**config.mk**
```make
export PLATFORM = sky130hd
export DESIGN_NAME = utf8_char_ngram_extractor_unit
export DESIGN_NICKNAME = d
export VERILOG_FILES = /design/src/uce_pkg.sv /design/src/uce_front.sv /design/src/uce_fifo.sv /design/src/uce_back.sv /design/src/utf8_char_ngram_extractor_unit.sv
export SDC_FILE = /design/constraint.sdc
export NUM_CORES = 1
export LEC_CHECK = 0
export BUFFER_PORTS_ARGS = -buffer_cell sky130_fd_sc_hd__buf_2
export CORE_MARGIN = 1
export CORE_UTILIZATION = 55
export CTS_BUF_LIST = sky130_fd_sc_hd__clkbuf_16
export DETAILED_ROUTE_END_ITERATION = 12
export PLACE_DENSITY_LB_ADDON = 0.12
export RECOVER_POWER = 25
export SYNTH_ARGS = -nofsm -noshare
export SYNTH_HDL_FRONTEND = slang
export SYNTH_SLANG_ARGS = --single-unit
export TNS_END_PERCENT = 10
```
**constraint.sdc**
```tcl
create_clock -name clk -period 19.3 [get_ports clk]
set_clock_uncertainty 0.05 [all_clocks]
set_input_delay 2.895 -clock clk [delete_from_list [all_inputs] [get_ports clk]]
set_output_delay 2.895 -clock clk [all_outputs]
set_load 0.03 [all_outputs]
```
**src/uce_pkg.sv**
```systemverilog
`default_nettype none

package uce_pkg;

	localparam int LEN_W      = 3;
	localparam int PACK_BYTES = 24;
	localparam int EVQ_DEPTH  = 2;

	localparam logic [7:0] BYTE_CONT_MASK = 8'hC0;
	localparam logic [7:0] BYTE_CONT_CODE = 8'h80;

	typedef struct packed {
		logic [7:0] in_byte;
		logic       end_of_word;
	} in_word_t;

	typedef struct packed {
		logic [63:0] head_bytes;
		logic [63:0] middle_bytes;
		logic [63:0] tail_bytes;
		logic [4:0]  byte_count;
		logic [2:0]  char_count;
		logic        last_of_word;
		logic        char_truncated;
	} out_word_t;

	// one completed character (or a bare end of word) handed to the back end
	typedef struct packed {
		logic             has_char;
		logic             flag;
		logic             eow;
		logic [LEN_W-1:0] len;
	} evt_ctl_t;

endpackage

`default_nettype wire

```
**src/uce_front.sv**
```systemverilog
`default_nettype none

module uce_front #(
	parameter int MAX_CHAR_BYTES = 4
) (
	input  wire logic                        clk,
	input  wire logic                        arst_n,
	input  wire logic                        push,
	output logic                             full,
	input  wire uce_pkg::in_word_t           in_data,
	output logic                             evt_push,
	output uce_pkg::evt_ctl_t                evt_ctl,
	output logic [MAX_CHAR_BYTES*8-1:0]      evt_bytes,
	input  wire logic                        q_full
);
	import uce_pkg::*;

	localparam int CB_W = MAX_CHAR_BYTES * 8;
	localparam logic [LEN_W-1:0] MAX_LEN = LEN_W'(MAX_CHAR_BYTES);

	logic [CB_W-1:0]  bld_bytes_q, nxt_bytes;
	logic [LEN_W-1:0] bld_len_q, nxt_len;
	logic             bld_ovf_q, nxt_ovf;
	logic             pend_q, nxt_pend;

	logic             accept;
	logic             is_cont;
	logic             building;
	logic [CB_W-1:0]  lead_bytes;
	logic [CB_W-1:0]  app_bytes;
	logic [CB_W-1:0]  upd_bytes;
	logic [LEN_W-1:0] upd_len;
	logic             upd_ovf;

	assign full     = q_full || pend_q;
	assign accept   = push && !full;
	assign is_cont  = (in_data.in_byte & BYTE_CONT_MASK) == BYTE_CONT_CODE;
	assign building = bld_len_q != '0;

	assign lead_bytes = CB_W'(in_data.in_byte) << (CB_W - 8);
	assign app_bytes  = bld_bytes_q | (lead_bytes >> {bld_len_q, 3'b000});

	always_comb begin
		upd_bytes = bld_bytes_q;
		upd_len   = bld_len_q;
		upd_ovf   = bld_ovf_q;
		if (building) begin
			if (bld_len_q < MAX_LEN) begin
				upd_bytes = app_bytes;
				upd_len   = bld_len_q + 1'b1;
			end else begin
				upd_ovf = 1'b1;
			end
		end
	end

	always_comb begin
		evt_push  = 1'b0;
		evt_ctl   = '0;
		evt_bytes = bld_bytes_q;
		nxt_bytes = bld_bytes_q;
		nxt_len   = bld_len_q;
		nxt_ovf   = bld_ovf_q;
		nxt_pend  = pend_q;
		if (pend_q) begin
			// second half of a word end that closed two characters
			if (!q_full) begin
				evt_push         = 1'b1;
				evt_ctl.has_char = 1'b1;
				evt_ctl.flag     = bld_ovf_q;
				evt_ctl.eow      = 1'b1;
				evt_ctl.len      = bld_len_q;
				nxt_bytes        = '0;
				nxt_len          = '0;
				nxt_ovf          = 1'b0;
				nxt_pend         = 1'b0;
			end
		end else if (accept) begin
			if (is_cont) begin
				if (in_data.end_of_word) begin
					evt_push         = 1'b1;
					evt_ctl.has_char = upd_len != '0;
					evt_ctl.flag     = upd_ovf;
					evt_ctl.eow      = 1'b1;
					evt_ctl.len      = upd_len;
					evt_bytes        = upd_bytes;
					nxt_bytes        = '0;
					nxt_len          = '0;
					nxt_ovf          = 1'b0;
				end else begin
					nxt_bytes = upd_bytes;
					nxt_len   = upd_len;
					nxt_ovf   = upd_ovf;
				end
			end else if (building) begin
				evt_push         = 1'b1;
				evt_ctl.has_char = 1'b1;
				evt_ctl.flag     = bld_ovf_q;
				evt_ctl.eow      = 1'b0;
				evt_ctl.len      = bld_len_q;
				nxt_bytes        = lead_bytes;
				nxt_len          = LEN_W'(1);
				nxt_ovf          = 1'b0;
				nxt_pend         = in_data.end_of_word;
			end else if (in_data.end_of_word) begin
				evt_push         = 1'b1;
				evt_ctl.has_char = 1'b1;
				evt_ctl.flag     = 1'b0;
				evt_ctl.eow      = 1'b1;
				evt_ctl.len      = LEN_W'(1);
				evt_bytes        = lead_bytes;
				nxt_bytes        = '0;
				nxt_len          = '0;
				nxt_ovf          = 1'b0;
			end else begin
				nxt_bytes = lead_bytes;
				nxt_len   = LEN_W'(1);
				nxt_ovf   = 1'b0;
			end
		end
	end

	always_ff @(posedge clk or negedge arst_n) begin
		if (!arst_n) begin
			bld_len_q <= '0;
			bld_ovf_q <= 1'b0;
			pend_q    <= 1'b0;
		end else begin
			bld_len_q <= nxt_len;
			bld_ovf_q <= nxt_ovf;
			pend_q    <= nxt_pend;
		end
	end

	always_ff @(posedge clk) begin
		bld_bytes_q <= nxt_bytes;
	end

	a_pend_has_char: assert property (@(posedge clk) disable iff (!arst_n)
		pend_q |-> bld_len_q != '0)
		else $error("pending word end without a character");

endmodule

`default_nettype wire

```
**src/uce_fifo.sv**
```systemverilog
`default_nettype none

module uce_fifo #(
	parameter int WIDTH = 8,
	parameter int DEPTH = 2
) (
	input  wire logic             clk,
	input  wire logic             arst_n,
	input  wire logic             wr_en,
	input  wire logic [WIDTH-1:0] wr_data,
	output logic                  full,
	input  wire logic             rd_en,
	output logic [WIDTH-1:0]      rd_data,
	output logic                  empty
);

	localparam int PTR_W = (DEPTH > 1) ? $clog2(DEPTH) : 1;
	localparam int CNT_W = $clog2(DEPTH + 1);
	localparam logic [PTR_W-1:0] LAST_PTR = PTR_W'(DEPTH - 1);
	localparam logic [CNT_W-1:0] FULL_CNT = CNT_W'(DEPTH);

	logic [WIDTH-1:0] slot_q [DEPTH];
	logic [PTR_W-1:0] wr_ptr_q, rd_ptr_q;
	logic [CNT_W-1:0] count_q;

	assign full    = count_q == FULL_CNT;
	assign empty   = count_q == '0;
	assign rd_data = slot_q[rd_ptr_q];

	always_ff @(posedge clk or negedge arst_n) begin
		if (!arst_n) begin
			wr_ptr_q <= '0;
			rd_ptr_q <= '0;
			count_q  <= '0;
		end else begin
			if (wr_en) begin
				wr_ptr_q <= (wr_ptr_q == LAST_PTR) ? '0 : wr_ptr_q + 1'b1;
			end
			if (rd_en) begin
				rd_ptr_q <= (rd_ptr_q == LAST_PTR) ? '0 : rd_ptr_q + 1'b1;
			end
			if (wr_en && !rd_en) begin
				count_q <= count_q + 1'b1;
			end else if (rd_en && !wr_en) begin
				count_q <= count_q - 1'b1;
			end
		end
	end

	always_ff @(posedge clk) begin
		if (wr_en) begin
			slot_q[wr_ptr_q] <= wr_data;
		end
	end

	a_no_overflow: assert property (@(posedge clk) disable iff (!arst_n)
		wr_en |-> !full || rd_en)
		else $error("event queue written while full");

	a_no_underflow: assert property (@(posedge clk) disable iff (!arst_n)
		rd_en |-> !empty)
		else $error("event queue read while empty");

endmodule

`default_nettype wire

```
**src/uce_back.sv**
```systemverilog
`default_nettype none

module uce_back #(
	parameter int MAX_GRAM       = 6,
	parameter int MIN_GRAM       = 2,
	parameter int MAX_CHAR_BYTES = 4
) (
	input  wire logic                        clk,
	input  wire logic                        arst_n,
	input  wire logic                        evt_valid,
	input  wire uce_pkg::evt_ctl_t           evt_ctl,
	input  wire logic [MAX_CHAR_BYTES*8-1:0] evt_bytes,
	output logic                             evt_pop,
	output logic                             empty,
	input  wire logic                        pop,
	output uce_pkg::out_word_t               out_data
);
	import uce_pkg::*;

	localparam int CB_W    = MAX_CHAR_BYTES * 8;
	localparam int CNT_W   = $clog2(MAX_GRAM + 1);
	localparam int IDX_W   = $clog2(MAX_GRAM);
	localparam int POS_W   = $clog2(MAX_GRAM * MAX_CHAR_BYTES + 1);
	localparam int PACK_W  = PACK_BYTES * 8;
	localparam int FIRST_N = (MIN_GRAM < 1) ? 1 : MIN_GRAM;
	localparam logic [CNT_W-1:0] FULL_CNT = CNT_W'(MAX_GRAM);

	typedef enum logic [1:0] {
		S_IDLE = 2'b01,
		S_RUN  = 2'b10
	} state_t;

	state_t            state_q;
	logic [CB_W-1:0]   win_bytes_q [MAX_GRAM];
	logic [LEN_W-1:0]  win_len_q   [MAX_GRAM];
	logic              win_flag_q  [MAX_GRAM];
	logic [CNT_W-1:0]  held_q;
	logic              eow_q;
	logic [CNT_W-1:0]  n_q;
	logic [PACK_W-1:0] acc_q;
	logic [POS_W-1:0]  pos_q;
	logic              flg_q;
	logic              out_valid_q;
	out_word_t         out_q;

	logic                   out_room;
	logic [IDX_W-1:0]       cur_idx;
	logic [IDX_W-1:0]       wr_idx;
	logic [PACK_W+CB_W-1:0] shifted;
	logic [PACK_W-1:0]      app_acc;
	logic [POS_W-1:0]       app_pos;
	logic                   app_flg;
	logic [CNT_W-1:0]       n1;
	logic                   emit;
	logic                   last_n;
	logic                   is_last;
	logic                   advance;
	logic [CNT_W-1:0]       held_pop;
	logic                   run_after_pop;

	assign out_room = !out_valid_q || pop;
	assign cur_idx  = n_q[IDX_W-1:0];
	assign wr_idx   = held_q[IDX_W-1:0];

	// append the next character of the current start at the running byte offset
	assign shifted = {win_bytes_q[cur_idx], {PACK_W{1'b0}}} >> {pos_q, 3'b000};
	assign app_acc = acc_q | shifted[PACK_W+CB_W-1 -: PACK_W];
	assign app_pos = pos_q + POS_W'(win_len_q[cur_idx]);
	assign app_flg = flg_q | win_flag_q[cur_idx];

	assign n1      = n_q + 1'b1;
	assign emit    = int'(n1) >= FIRST_N;
	assign last_n  = n1 == held_q;
	assign is_last = eow_q && last_n && ((int'(held_q) - 1) < FIRST_N);
	assign advance = (state_q == S_RUN) && (!emit || out_room);

	assign evt_pop       = (state_q == S_IDLE) && evt_valid;
	assign held_pop      = held_q + CNT_W'(evt_ctl.has_char);
	assign run_after_pop = (held_pop == FULL_CNT) || (evt_ctl.eow && held_pop != '0);

	assign empty    = !out_valid_q;
	assign out_data = out_q;

	always_ff @(posedge clk or negedge arst_n) begin
		if (!arst_n) begin
			state_q     <= S_IDLE;
			held_q      <= '0;
			eow_q       <= 1'b0;
			n_q         <= '0;
			out_valid_q <= 1'b0;
		end else begin
			case (state_q)
				S_IDLE: begin
					if (evt_valid) begin
						held_q  <= held_pop;
						eow_q   <= evt_ctl.eow;
						n_q     <= '0;
						state_q <= run_after_pop ? S_RUN : S_IDLE;
					end
				end
				S_RUN: begin
					if (advance) begin
						if (last_n) begin
							// start done: drop the oldest character
							held_q  <= held_q - 1'b1;
							n_q     <= '0;
							state_q <= (eow_q && held_q != CNT_W'(1)) ? S_RUN : S_IDLE;
						end else begin
							n_q <= n1;
						end
					end
				end
				default: begin
					state_q <= S_IDLE;
				end
			endcase

			if (advance && emit) begin
				out_valid_q <= 1'b1;
			end else if (pop) begin
				out_valid_q <= 1'b0;
			end
		end
	end

	always_ff @(posedge clk) begin
		if (evt_pop && evt_ctl.has_char) begin
			win_bytes_q[wr_idx] <= evt_bytes;
			win_len_q[wr_idx]   <= evt_ctl.len;
			win_flag_q[wr_idx]  <= evt_ctl.flag;
		end else if (advance && last_n) begin
			for (int i = 0; i < MAX_GRAM - 1; i++) begin
				win_bytes_q[i] <= win_bytes_q[i+1];
				win_len_q[i]   <= win_len_q[i+1];
				win_flag_q[i]  <= win_flag_q[i+1];
			end
		end

		if (evt_pop || (advance && last_n)) begin
			acc_q <= '0;
			pos_q <= '0;
			flg_q <= 1'b0;
		end else if (advance) begin
			acc_q <= app_acc;
			pos_q <= app_pos;
			flg_q <= app_flg;
		end

		if (advance && emit) begin
			out_q.head_bytes     <= app_acc[PACK_W-1 -: 64];
			out_q.middle_bytes   <= app_acc[PACK_W-65 -: 64];
			out_q.tail_bytes     <= app_acc[63:0];
			out_q.byte_count     <= 5'(app_pos);
			out_q.char_count     <= 3'(n1);
			out_q.last_of_word   <= is_last;
			out_q.char_truncated <= app_flg;
		end
	end

	a_run_has_chars: assert property (@(posedge clk) disable iff (!arst_n)
		state_q == S_RUN |-> held_q != '0 && n_q < held_q)
		else $error("walking a start beyond the held characters");

	a_full_unless_flush: assert property (@(posedge clk) disable iff (!arst_n)
		state_q == S_RUN && !eow_q |-> held_q == FULL_CNT)
		else $error("window walked without a full window or word end");

	a_idle_room: assert property (@(posedge clk) disable iff (!arst_n)
		state_q == S_IDLE |-> held_q < FULL_CNT)
		else $error("window full while waiting for a character");

endmodule

`default_nettype wire

```
**src/utf8_char_ngram_extractor_unit.sv**
```systemverilog
// UTF-8 character n-gram extractor.
// Input queue port: raise push with in_data (one byte of a word, end_of_word
// on its last byte); the word is taken when full is low. Output queue port:
// while empty is low out_data holds the oldest n-gram, removed by pop.
// Bytes are grouped into characters; every run of MIN_GRAM..MAX_GRAM
// characters comes out, by start character and then by growing length.
// last_of_word marks the final n-gram of a word; short words give nothing.
// A front end assembles characters and queues them; the back end keeps a
// window of MAX_GRAM characters and builds each n-gram by appending one
// character per cycle, while the result register has room, to a running
// byte buffer. At the defaults a character that fills the window is loaded
// and then walked in six appends, five of them giving results; a character
// that leaves the window short is only loaded, and the word end adds a walk
// for each held start. A stalled pop holds the result register and the
// back end; the front keeps taking bytes until the two-entry character
// queue fills. Reset empties the queue, the window and the result register.
`default_nettype none

module utf8_char_ngram_extractor_unit #(
	parameter int MAX_GRAM       = 6,
	parameter int MIN_GRAM       = 2,
	parameter int MAX_CHAR_BYTES = 4
) (
	input  wire logic               clk,
	input  wire logic               arst_n,
	input  wire logic               push,
	output logic                    full,
	input  wire uce_pkg::in_word_t  in_data,
	output logic                    empty,
	input  wire logic               pop,
	output uce_pkg::out_word_t      out_data
);
	import uce_pkg::*;

	localparam int CB_W  = MAX_CHAR_BYTES * 8;
	localparam int EVT_W = $bits(evt_ctl_t) + CB_W;

	logic            evt_push;
	evt_ctl_t        evt_ctl_wr;
	logic [CB_W-1:0] evt_bytes_wr;
	logic            q_full;
	logic            q_empty;
	logic            evt_pop;
	logic [EVT_W-1:0] q_rd;
	evt_ctl_t        evt_ctl_rd;
	logic [CB_W-1:0] evt_bytes_rd;

	assign evt_ctl_rd   = q_rd[EVT_W-1 -: $bits(evt_ctl_t)];
	assign evt_bytes_rd = q_rd[CB_W-1:0];

	uce_front #(
		.MAX_CHAR_BYTES(MAX_CHAR_BYTES)
	) u_front (
		.clk      (clk),
		.arst_n   (arst_n),
		.push     (push),
		.full     (full),
		.in_data  (in_data),
		.evt_push (evt_push),
		.evt_ctl  (evt_ctl_wr),
		.evt_bytes(evt_bytes_wr),
		.q_full   (q_full)
	);

	uce_fifo #(
		.WIDTH(EVT_W),
		.DEPTH(EVQ_DEPTH)
	) u_queue (
		.clk    (clk),
		.arst_n (arst_n),
		.wr_en  (evt_push),
		.wr_data({evt_ctl_wr, evt_bytes_wr}),
		.full   (q_full),
		.rd_en  (evt_pop),
		.rd_data(q_rd),
		.empty  (q_empty)
	);

	uce_back #(
		.MAX_GRAM      (MAX_GRAM),
		.MIN_GRAM      (MIN_GRAM),
		.MAX_CHAR_BYTES(MAX_CHAR_BYTES)
	) u_back (
		.clk      (clk),
		.arst_n   (arst_n),
		.evt_valid(!q_empty),
		.evt_ctl  (evt_ctl_rd),
		.evt_bytes(evt_bytes_rd),
		.evt_pop  (evt_pop),
		.empty    (empty),
		.pop      (pop),
		.out_data (out_data)
	);

endmodule

`default_nettype wire

```
== Word level (Yosys, flattened, before mapping) ==
Memory sizes are Yosys's and may differ from the RTL's.
Cells that the tools add are included.
Storage, ports and cells
  register bits: 451
  memory bits (writable): 292
  bits of input ports: 13
  word-level logic and storage cells: 180
  memories kept: 4
Cells by class
  add/sub/neg operators: 10
  magnitude comparators: 3
  equality and inequality tests: 11
  shift operators: 2
  multiplexer cells: 85
  bitwise logic cells: 4
  reduce and logical (&&, ||, !) cells: 39
Memories
  u_back.win_bytes_q: words 6, bits a word 32, read ports 6, clocked after memory_dff 0, write ports 5, line uce_back.sv:34  | logic [CB_W-1:0] win_bytes_q [MAX_GRAM];
  u_queue.slot_q: words 2, bits a word 38, read ports 1, clocked after memory_dff 0, write ports 1, line uce_fifo.sv:22  | logic [WIDTH-1:0] slot_q [DEPTH];
  u_back.win_len_q: words 6, bits a word 3, read ports 6, clocked after memory_dff 0, write ports 5, line uce_back.sv:35  | logic [LEN_W-1:0] win_len_q [MAX_GRAM];
  u_back.win_flag_q: words 6, bits a word 1, read ports 6, clocked after memory_dff 0, write ports 5, line uce_back.sv:36  | logic win_flag_q [MAX_GRAM];
Operator list (count)
  2-to-1 mux 32 bit: 16
  right shift 224 x 8 -> 224 bit: 1
  OR 192 bit: 1
  2-to-1 mux 3 bit: 18
  2-to-1 mux 6 bit: 7
  2-to-1 mux 1 bit: 34
  less-than comparator 32 x 3 -> 1 bit, second input constant: 1
  OR 32 bit: 1
  OR reduction 32 bit: 1
  right shift 32 x 6 -> 32 bit: 1
  2-to-1 mux 2 bit: 7
  logical AND 1 bit: 12
  one-hot mux 3 bit (2 select lines): 2
  nonzero test 3 bit: 3
  nonzero test 2 bit: 4
  adder 3 x 1 -> 3 bit, second input constant: 2
  == test 2 bit, second input constant: 3
  logical NOT 1 bit: 6
  AND reduction 3 bit: 2
  adder 5 x 3 -> 5 bit: 1
  logical OR 1 bit: 5
  inequality test 2 x 1 -> 1 bit, second input constant: 2
  inequality test 2 bit, second input constant: 2
  one-hot mux 2 bit (2 select lines): 1
  other kinds (19): 21

== Longest topological paths before layout ==
  depth after elaboration: 11
  depth in mapped cells: 14

== Modules after synthesis ==
From an unflattened synthesis, not the netlist that was laid out.
Unflattened totals
  cell total of the unflattened synthesis: 2494
  area, all modules: 35886.9 um^2
Modules (own cells, without submodules)
  uce_back: times used 1, cells each 2122, area an instance 30578.1 um^2
  uce_fifo: times used 1, cells each 134, area an instance 2975.4 um^2
  uce_front: times used 1, cells each 237, area an instance 2329.7 um^2
  utf8_char_ngram_extractor_unit: times used 1, cells each 1, area an instance 3.8 um^2

== Worst setup path before layout ==
Ideal clock, no wire load.
  path kind: input port to flip-flop
  from: input port pop
  to: register u_back.out_q (netlist bit u_back.out_data[0]) (enable)
  arrival: 16.580 ns
  path slack: 1.657 ns
  cell stages on the path: 2
  path buffers: 0
  cells stage by stage: nor2b_1 -> nor3_1
On the way
  cells in the longest elaborated chain, start to end: 4
Ends and longest elaborated chain
  start, declared: line utf8_char_ngram_extractor_unit.sv:30  | input wire logic pop,
  logical OR 1 bit: line uce_back.sv:61  | assign out_room = !out_valid_q || pop;
  logical OR 1 bit: line uce_back.sv:75  | assign advance = (state_q == S_RUN) && (!emit || out_room);
  logical AND 1 bit: line uce_back.sv:75
  logical AND 1 bit: line uce_back.sv:149  | if (advance && emit) begin
  end, declared: line uce_back.sv:44  | out_word_t out_q;
Every way passes these cells.
A chain may end at the register's enable or synchronous reset.

== Final worst setup path ==
  from: register u_back.n_q[0] (netlist: u_back.cur_idx[0])
  to: register u_back.out_q (netlist bit u_back.out_data[98]), data pin
On the way
  cells in the longest elaborated chain, start to end: 3
Ends and longest elaborated chain
  start, declared: line uce_back.sv:39  | logic [CNT_W-1:0] n_q;
  start signal, assigned: line uce_back.sv:109  | n_q <= n1;
  memory read (6 x 32 bit)
  right shift 224 x 8 -> 224 bit: line uce_back.sv:66  | assign shifted = {win_bytes_q[cur_idx], {PACK_W{1'b0}}} >> {pos_q, 3'b000};
  OR 192 bit: line uce_back.sv:67  | assign app_acc = acc_q | shifted[PACK_W+CB_W-1 -: PACK_W];
  net u_back.app_acc[88]: line uce_back.sv:50  | logic [PACK_W-1:0] app_acc;
The timed path passes the listed nets, and every way through them passes these cells.

==> flow_summary.yaml <==
placed_design:
  preCtsSetupSlack_ns: 13.01
  portBuffers: 216
  dp.cells: 3426
  gp_congestion: 0.8965
  postPlaceCellArea_um2: 37860
  dp_hpwl_um: 61230
critical_path:
  critPathCaptureType: "register"
  cp_max_fo: 54
  required_ns: 19.75
  crit_path_start_kind: "register"
  worstPathArrival_ns: 9.90
  r2r_slack_ns: 9.85
  path_class: "register to register"
route:
  num_vias: 22943
  avgViaCountPerCell: 6.407
  drcViolationCount: 0
  first_iter_violations: 2263
  first_pass_iters: 7
  wire_per_inst_um: 25.98
  drt.antenna.violating_nets: 0
  drt_wl_total_um: 93050
timing:
  slew_violations: 366
  fin_crit_ns: 9.447
  period_share: 0.4895
  tightestPinTransition_ns: 4.189
  tns_ns: 0
  worst_slack_ns: 9.853
  setup_viol: 0
  slew_headroom: -1.793
  max_freq_ghz: 0.1058
  hold_viol: 0
  rsz0062_at_grt: "no"
synthesis:
  synth_area_leaders: "edfxtp_1 50%, dfxtp_1 11%, mux2_4 5.8%"
  synth_top_area_cell: "edfxtp_1"
  yosysWarnings: 0
  avgSynthCellArea_um2: 14.52
  yosysUniqueCellTypes: 87
  seq_area_frac_synth: 0.6189
  synthFlopType: "edfxtp_1"
  yosysTopAreaCellShare: 0.4962
  synth_edf_count: 598
  async_flop_share: 0.02331
  syn-num-nets: 2520
  syn_area_um2: 36190
  ys_seq_elements: 815
  postSynthCellCount: 2492
grt:
  grtUsageTotal: 0.2747
  grt_max_degree: 140
  antenna_found_initial: 0
  grt-ovfl-total: 0
  grt_pass1_wl_um: 139500
  grt_pass1_vias: 22594
floorplanning:
  pin_count: 217
  rows: 93
  die_h_um: 258.5
  die_area_um2: 66830
  coreArea_um2: 64700
  die_w_um: 258.5
  initial_core_util: 0.5594
clock_network:
  cts_resized: 0
  cts_setup_buffers: 0
  cts_htree_levels: 3
  ctsRootBufferMaster: "clkbuf_16"
  clock_sinks: 815
  cts_buffer_depth: 3
  hold_buffers: 0
  cts_tree: "yes"
  clk_pin_slew_worst_paths_ns: 0.06
  cts_buffers: 83
  clock_latency_ns: 0.65
outcome:
  status: "complete, but fails checks"
  violations: "capacitance limit, slew limit"
pwr:
  leakagePower_nw: 16.10
  total_power_mw: 5.489
  irDropWorstVdd_mv: 0.08796
  power.density_nw_per_um2: 135.8
finish:
  finalNetCount: 2684
  multi_input_area_um2: 12790
  stdcell_area_um2: 40430
  areaGrowthSynthToFinish_pct: 11.72
  n_antenna_cell: 0
  drive_gt1_frac: 0.2506
  fillerInstances: 4914
  final_common_cell: "edfxtp_1"
  layout_common_cells: "598 x edfxtp_1, 213 x buf_2, 198 x dfxtp_1"
  stdcell_count: 3581
  seqCellArea_um2: 22400
min_path:
  hold_path_class: "register to register"
job:
  drv_cap: 13
## stage by stage
stage / hold WS, ns / utilization
after floorplan: 0.3826 / -
final: 0.4110 / 0.6250
after detailed placement: 0.3973 / 0.5852
after global routing: 0.4318 / 0.6250
after CTS: 0.4108 / 0.6265
after global placement: 0.3891 / 0.5852
## cell usage after synthesis, types with 35 or more instances
library cell and n:
a21o_1 136, a21oi_1 51, a22o_1 162, a22oi_1 42
buf_2 35, clkbuf_1 88, dfxtp_1 198, edfxtp_1 598
mux2_2 93, mux2_4 140, mux2i_1 83, mux4_2 40
nand2_1 88, nand3_1 64, nor2_1 81, o21ai_0 57
## routing by layer
layer,wire (um),GRT usage,vias to the layer above
met5,0,0,-
met4,3327,0.1031,0
met3,5725,0.03932,236
met2,44980,0.4549,1014
met1,39020,0.3690,11587
li1,-,-,10106
## layout make-up
cell class / count / share of cell area
sequential: 815 / 0.5541
multi-input combinational: 1466 / 0.3164
clock buffer: 85 / 0.05261
timing repair buffer: 258 / 0.03401
tap: 855 / 0.02646
clock inverter: 70 / 0.01343
inverter: 32 / 0.002971
## state kept, by name (all words and copies together) (netlist names)
register / count
u_back.out_valid_q: 1
u_back.cur_idx: 3
u_back.win_bytes_q: 256
u_front.bld_len_q: 3
u_queue.rd_ptr_q: 1
u_back.held_q: 3
u_queue.wr_ptr_q: 1
u_front.bld_ovf_q: 1
u_front.pend_q: 1
u_back.flg_q: 1
u_back.acc_q: 192
u_front.bld_bytes_q: 32
u_back.pos_q: 5
u_back.win_len_q: 24
u_queue.slot_q: 76
u_back.eow_q: 1
u_back.win_flag_q: 8
u_queue.count_q: 2
u_back.state_q: 2
u_back.out_data: 202
## final timing paths
kind	start	end	cells past startpoint
min in group asynchronous	arst_n	u_back.out_valid_q	1
worst min-delay path	u_back.acc_q[180]	u_back.acc_q[180]	1
max in group asynchronous	arst_n	u_back.cur_idx[0]	1
worst max-delay path	u_back.cur_idx[0]	u_back.out_data[98]	7
worst min register to register	u_back.acc_q[180]	u_back.acc_q[180]	1
worst max register to register	u_back.cur_idx[0]	u_back.out_data[98]	7
## power by group
group	internal [mW]	total [mW]	switching (mW)
combinational	0.600	1.62	1.02
clock	0.875	1.56	0.683
sequential	2.23	2.31	0.0883
## worst max-delay path, cell delays in order (launching register included)
cell and delay (ns):
dfrtp_4 0.42, clkbuf_1 2.92, clkbuf_1 3.05, mux2i_1 0.43
a22oi_1 1.04, nand2_1 0.45, o211ai_2 0.60, a21o_1 0.22
## cells by family (layout without fill, tap and decap cells)
group / count (synthesis) / after routing / share of synthesized area
flip-flops: 815 / 815 / 0.6189
AO/OA/AOI/OAI: 685 / 685 / 0.1501
AND/OR/NAND/NOR: 389 / 389 / 0.05438
multiplexers: 361 / 361 / 0.1364
buffers and inverters: 211 / 445 / 0.03039
XOR/XNOR: 16 / 16 / 0.004460
adder cells (fa/ha/maj): 15 / 15 / 0.005393
Note: power is estimated with default switching activity, not from simulation.
